--- config.mk ---
export PLATFORM = sky130hd
export DESIGN_NAME = fsdr_sqrt_pipe
export DESIGN_NICKNAME = d
export VERILOG_FILES = /design/src/design/fsdr_sqrt_pipe.sv
export SDC_FILE = /design/constraint.sdc
export NUM_CORES = 1
export LEC_CHECK = 0
export BUFFER_PORTS_ARGS = -buffer_cell sky130_fd_sc_hd__clkbuf_2
export CAP_MARGIN = 20
export CORE_ASPECT_RATIO = 1.2
export CORE_MARGIN = 4
export CORE_UTILIZATION = 57
export DETAILED_ROUTE_END_ITERATION = 8
export PLACE_DENSITY = 0.76
export SLEW_MARGIN = 0
export SYNTH_ARGS = -nofsm -noshare
export SYNTH_HDL_FRONTEND = slang
export SYNTH_SLANG_ARGS = --single-unit
--- constraint.sdc ---
create_clock -name clock -period 2.8 [get_ports clock]
set_input_delay 0 -clock clock [delete_from_list [all_inputs] [get_ports clock]]
set_output_delay 0 -clock clock [all_outputs]
set_load 0.005 [all_outputs]
--- src/design/fsdr_sqrt_pipe.sv ---
// Pipelined integer square root, one root bit per register stage.
`timescale 1ns / 1ps
module fsdr_sqrt_pipe #(
   parameter int ROOT_W = 15,
   parameter int SIDE_W = 1
) (
   input  logic                  clock,
   input  logic                  reset,
   input  logic                  en,
   input  logic                  in_valid,
   input  logic [2*ROOT_W-1:0]   in_val,
   input  logic [SIDE_W-1:0]     in_side,
   output logic                  out_valid,
   output logic [ROOT_W-1:0]     out_root,
   output logic [SIDE_W-1:0]     out_side
);
   logic                v_ff    [ROOT_W];
   logic [2*ROOT_W-1:0] rem_ff  [ROOT_W];
   logic [ROOT_W-1:0]   root_ff [ROOT_W];
   logic [SIDE_W-1:0]   side_ff [ROOT_W];

   for (genvar k = 0; k < ROOT_W; k++) begin : g_stage
      localparam int BIT = ROOT_W - 1 - k;
      logic                pv;
      logic [2*ROOT_W-1:0] prem;
      logic [ROOT_W-1:0]   proot;
      logic [SIDE_W-1:0]   pside;
      logic [2*ROOT_W:0]   inc;
      logic                take;
      logic [2*ROOT_W-1:0] rem_in;
      logic [ROOT_W-1:0]   root_in;

      if (k == 0) begin : g_first
         assign pv    = in_valid;
         assign prem  = in_val;
         assign proot = '0;
         assign pside = in_side;
      end else begin : g_next
         assign pv    = v_ff[k-1];
         assign prem  = rem_ff[k-1];
         assign proot = root_ff[k-1];
         assign pside = side_ff[k-1];
      end

      // Growing the root by 2^BIT raises its square by root*2^(BIT+1) + 2^(2*BIT).
      assign inc     = ({(ROOT_W+1)'(0), proot} << (BIT + 1))
                     + ((2*ROOT_W+1)'(1) << (2 * BIT));
      assign take    = {1'b0, prem} >= inc;
      assign rem_in  = take ? (2*ROOT_W)'({1'b0, prem} - inc) : prem;
      assign root_in = proot | (take ? (ROOT_W'(1) << BIT) : '0);

      always_ff @(posedge clock) begin
         if (reset) begin
            v_ff[k] <= 1'b0;
         end else if (en) begin
            v_ff[k] <= pv;
         end
      end

      always_ff @(posedge clock) begin
         if (en) begin
            rem_ff[k]  <= rem_in;
            root_ff[k] <= root_in;
            side_ff[k] <= pside;
         end
      end
   end

   assign out_valid = v_ff[ROOT_W-1];
   assign out_root  = root_ff[ROOT_W-1];
   assign out_side  = side_ff[ROOT_W-1];
endmodule

# == After elaboration in Yosys (flattened, before gate mapping) ==
# Memory sizes are Yosys's and may differ from the RTL's.
# Cells that the tools add are included.
# classes
addsub,29
mul,0
div,0
order_cmp,15
n_eq_ne,0
n_shift,0
muxes,51
n_bitwise,29
reduce_logical,0
# ops
operator,count
2-to-1 mux 30 bit,15
adder 29 x 27 -> 30 bit (second input constant),1
greater-or-equal comparator 30 x 17 -> 1 bit,1
greater-or-equal comparator 30 x 18 -> 1 bit,1
greater-or-equal comparator 30 x 19 -> 1 bit,1
greater-or-equal comparator 30 x 20 -> 1 bit,1
greater-or-equal comparator 30 x 21 -> 1 bit,1
greater-or-equal comparator 30 x 22 -> 1 bit,1
greater-or-equal comparator 30 x 23 -> 1 bit,1
greater-or-equal comparator 30 x 24 -> 1 bit,1
greater-or-equal comparator 30 x 25 -> 1 bit,1
greater-or-equal comparator 30 x 26 -> 1 bit,1
greater-or-equal comparator 30 x 27 -> 1 bit,1
greater-or-equal comparator 30 x 28 -> 1 bit,1
greater-or-equal comparator 30 x 29 -> 1 bit,1
greater-or-equal comparator 30 x 29 -> 1 bit (second input constant),1
greater-or-equal comparator 30 bit,1
subtractor 30 x 17 -> 30 bit,1
subtractor 30 x 18 -> 30 bit,1
subtractor 30 x 19 -> 30 bit,1
subtractor 30 x 20 -> 30 bit,1
subtractor 30 x 21 -> 30 bit,1
subtractor 30 x 22 -> 30 bit,1
subtractor 30 x 23 -> 30 bit,1
51 further kinds,86
# totals
ff_bits,0
latchBits,0
ramBits,705
romBits,0
inputBits,35
out_inout_bits,17
elab_cells,128
mem_count,4
# mem_list
memory,words,width,read_ports,rd_clocked_by_memory_dff,wr,line_no,text
rem_ff,15,30,14,0,15,18,logic [2*ROOT_W-1:0] rem_ff [ROOT_W];
root_ff,15,15,15,0,15,19,logic [ROOT_W-1:0] root_ff [ROOT_W];
side_ff,15,1,15,0,15,20,logic [SIDE_W-1:0] side_ff [ROOT_W];
v_ff,15,1,15,0,15,17,logic v_ff [ROOT_W];

# == Depth between registers and ports, before layout ==
# An unclocked memory read counts as a cell.
# depth
depth_word,5
depth_mapped,11

# == Worst setup path after synthesis ==
# No wires, ideal clock.
# synth_timing
kind,register to register
startpoint,mem rem_ff[5][47] (netlist name)
endpoint,mem rem_ff[6][14] (netlist name) (data pin)
setup_ns,0.260
t_arrival_ns,2.412
t_required_ns,2.540
path_slack_ns,0.128
path_stages_with_launch,8
synth_period_minus_slack_ns,2.672
path_cell_list,edfxtp_1 > ha_1 > nand3_4 > or4_1 > o2111a_1 > o31ai_4 > buf_2 > mux2_2
# synth_lines
element,line_no
start: declaration,18

==> results_dict.tcl <==
set metrics [dict create \
    status "complete, no violations" \
    yosys-top-cells-area "edfxtp_1 65%, ha_1 6.2%, xor2_1 2.9%" \
    cts_tree "yes" \
    synth_warnings 0 \
    power_frac_seq_pct 49.6 \
    grt_max_degree 121 \
    syn-mean-instance-area_sq_um 13.26 \
    drt-total-wl_um 52990 \
    powerDensity_nw_per_um2 732.3 \
    drt_iter0_markers 710 \
    cp-end-kind "flip-flop" \
    switchingPower_mw 6.096 \
    crit_chain "ha_4 -> a211oi_2 -> o211ai_1 -> o211a_1 -> or4b_4 -> buf_4 -> nand3_2 -> nor3_1 -> xor2_1" \
    yosysSeqAreaShare_pct 64.91 \
    place_congestion 0.8848 \
    grt_pass1_wl_um 83670 \
    synth_seq_cells 570 \
    grt_pass1_vias 17310 \
    synth-main-ff-cell "edfxtp_1" \
    slowest_stage "or4b_4" \
    die_y_um 243.6 \
    finalMaxSlewViolations 0 \
    hold_viol_final 0 \
    rows 86 \
    tightest_slew_ns 0.6554 \
    critPathLaunchType "flip-flop" \
    first_pass_iters 6 \
    critical_path_class "flip-flop to flip-flop" \
    rsz0062_at_grt "yes" \
    syn-cell-area_sq_um 26370 \
    setup_viol_count_final 0 \
    synth_edf_count 570 \
    drc 0 \
    drive_gt1_share_pct 17.47 \
    synth_compound_area_share_pct 7.943 \
    fin_crit_ns 2.762 \
    regToRegStartpoint "rem_ff[5][11]" \
    synth_top_family_by_area "simple AND/OR/NAND/NOR gates" \
    ir_worst_vdd_mv 0.7687 \
    syn_nets 2155 \
    worstPathArrival_ns 3.10 \
    hold_path_class "input pin to flip-flop" \
    required_ns 3.14 \
    power.internal_mw 16.73 \
    synth_top_cell_area_share_pct 64.91 \
    p_total_mw 22.82 \
    fmax_mhz 362.1 \
    worstHoldStart "in_val[15]" \
    synth_fa_ha_area_share_pct 6.216 \
    mostFrequentLayoutCells "570 x edfxtp_1, 148 x inv_1, 146 x buf_4" \
    io_buffers 51 \
    crit_fanout 5 \
    via_per_inst 5.633 \
    netlist-cell-type-count 80 \
    die-area_sq_um 49780 \
    leakage_nw 11.83 \
    antenna_found_initial 0 \
    sw_frac_of_total_pct 26.71 \
    yosys.area_share.simple_pct 11.81 \
    wl_per_cell_um 18.12 \
    start_util_pct 57.53 \
    mostFrequentLayoutCell "edfxtp_1" \
    cts_root_buffer "clkbuf_16" \
    ant_nets 0 \
    clk_pin_slew_ns 0.07 \
    post-route-util_pct 67.99 \
    muxShareOfSynthArea_pct 0.8731 \
    async_flop_share_pct 0 \
    core-area_sq_um 45840 \
    clk_latency_ns 0.64 \
    pwr-share-clk_pct 31.5 \
    track_usage_pct 21.13 \
    ios 52 \
    startpoint "rem_ff[5][11]" \
    cap_violations 0 \
    clock_path_buffers 3 \
    cts_htree_levels 2 \
    dpl.hpwl_um 37610 \
    clock_skew_ns 0.04640 \
    yosys.area_share.xor_xnor_pct 5.647 \
    cts_buffers 55 \
    combPwrFrac_pct 18.8 \
    fp.dieW_um 204.3 \
    synth_top_area_cell "edfxtp_1" \
    slew_headroom_pct 55.69 \
    grt_remaining_overflow 0 \
    syn_inst 1989 \
    vias 16470 \
    slowest_delay_ns 0.54 \
    clkSinkCount 570 \
    period_share_pct 98.63 \
    fin_nets 2429 \
    syn2layout_area_growth_pct 18.20 \
    whs_ns 0.07270 \
]
-- stage by stage --
stage                     worst slack, ns  instances  instance area, sq um  setup TNS (ns)
final                             0.03837       2924                 31170               0
after global routing             -0.04163       2923                 31160         -0.1448
after CTS                        -0.02470       2918                 30690        -0.03717
after detailed placement          -0.2304       2777                 28450          -3.642
after global placement            -0.1718       2777                 28450          -1.623
after floorplan                    0.1282       1989                 26370               0
-- final timing paths --
kind                   endpoint  slack (ns)  cells after the start
setup / recovery  rem_ff[5][51]        0.04                      9
hold / removal    rem_ff[0][15]        0.07                      2
setup reg to reg  rem_ff[5][51]        0.04                      9
hold reg to reg     side_ff[11]        0.42                      0
-- power by group through the flow --
stage / logic, mW / clock network [mW] / registers (mW)
global route: 4.71 / 7.73 / 11.4
detailed placement: 4.02 / 0 / 11.5
finish: 4.29 / 7.20 / 11.3
CTS: 4.11 / 7.33 / 11.3
floorplan: 2.62 / 0 / 11.3
global placement: 3.89 / 0 / 11.4
-- logic make-up (layout without fill, tap and decap cells) --
logic type	count (synthesis)	after routing
AO/OA/AOI/OAI	341	341
XOR/XNOR	170	170
adder cells (fa/ha/maj)	131	131
buffers and inverters	174	492
flip-flops	570	570
multiplexers	21	21
other	0	1
AND/OR/NAND/NOR	582	582
-- area by class of cell --
type                    count  area, sq um
fillers                  3085        14670
inverters                 150        563.0
diodes                      1        2.502
well taps                 616        770.7
clock inverters            34        352.8
flip-flops and latches    570        17120
clock buffers              67         1421
multi-input cells        1245         9059
repair buffers            241         1882
-- what timing repair did --
| item | CTS | global route |
|---|---|---|
| endpoints found under the setup margin | 48 | 97 |
| pin swaps | 3 | 10 |
| hold buffers | 36 | 0 |
| setup buffers | 4 | 5 |
| gates resized for setup | 12 | 71 |
| hold endpoints to repair | 97 | 0 |
-- worst max-delay path, delay by kind of cell (launching register included) --
kind / cells / cell delay, ns
fa+ha+maj: 1 / 0.28
simple gates: 3 / 0.68
compound gates: 3 / 0.76
flops: 1 / 0.44
buf+inv: 1 / 0.18
xor+xnor: 1 / 0.13
-- Yosys cell counts (4+ instances only) --
master and number:
nor3_1 50, o21bai_1 6, xor2_1 86, o31ai_1 11, nor2b_1 21, nor3b_1 10, and2_1 21, nand4_1 17
and3_1 4, or3_1 23, mux2i_1 5, ha_1 131, nand2_1 124, a21oi_1 121, nand2b_1 24, or2_2 7
nand4b_1 9, a211oi_1 7, a21o_1 25, a31oi_1 4, xnor2_1 84, o211ai_1 12, o31a_1 5, inv_1 149
or4_1 15, o21a_1 22, nor2_1 125, a31o_2 4, mux2_2 16, buf_2 9, o21ai_0 90, edfxtp_1 570
clkbuf_1 12, nor4_1 68, or4b_2 4, nor4b_1 8, o21ai_1 4, nand3_1 31
-- flip-flops by register name, indices dropped and copies added, names as in the netlist --
name,flops
rem_ff,420
root_ff,120
side_ff,15
v_ff,15
-- layer usage --
metal	part of all wire [%]	vias up	wire, um	GRT usage, %
li1	-	7991	-	-
met5	0	-	0	0
met2	60	359	31640	44.24
met3	3.1	178	1627	3.062
met4	6.3	0	3356	11.99
met1	31	7942	16370	18.12
Power figures use the tool's default switching activity.
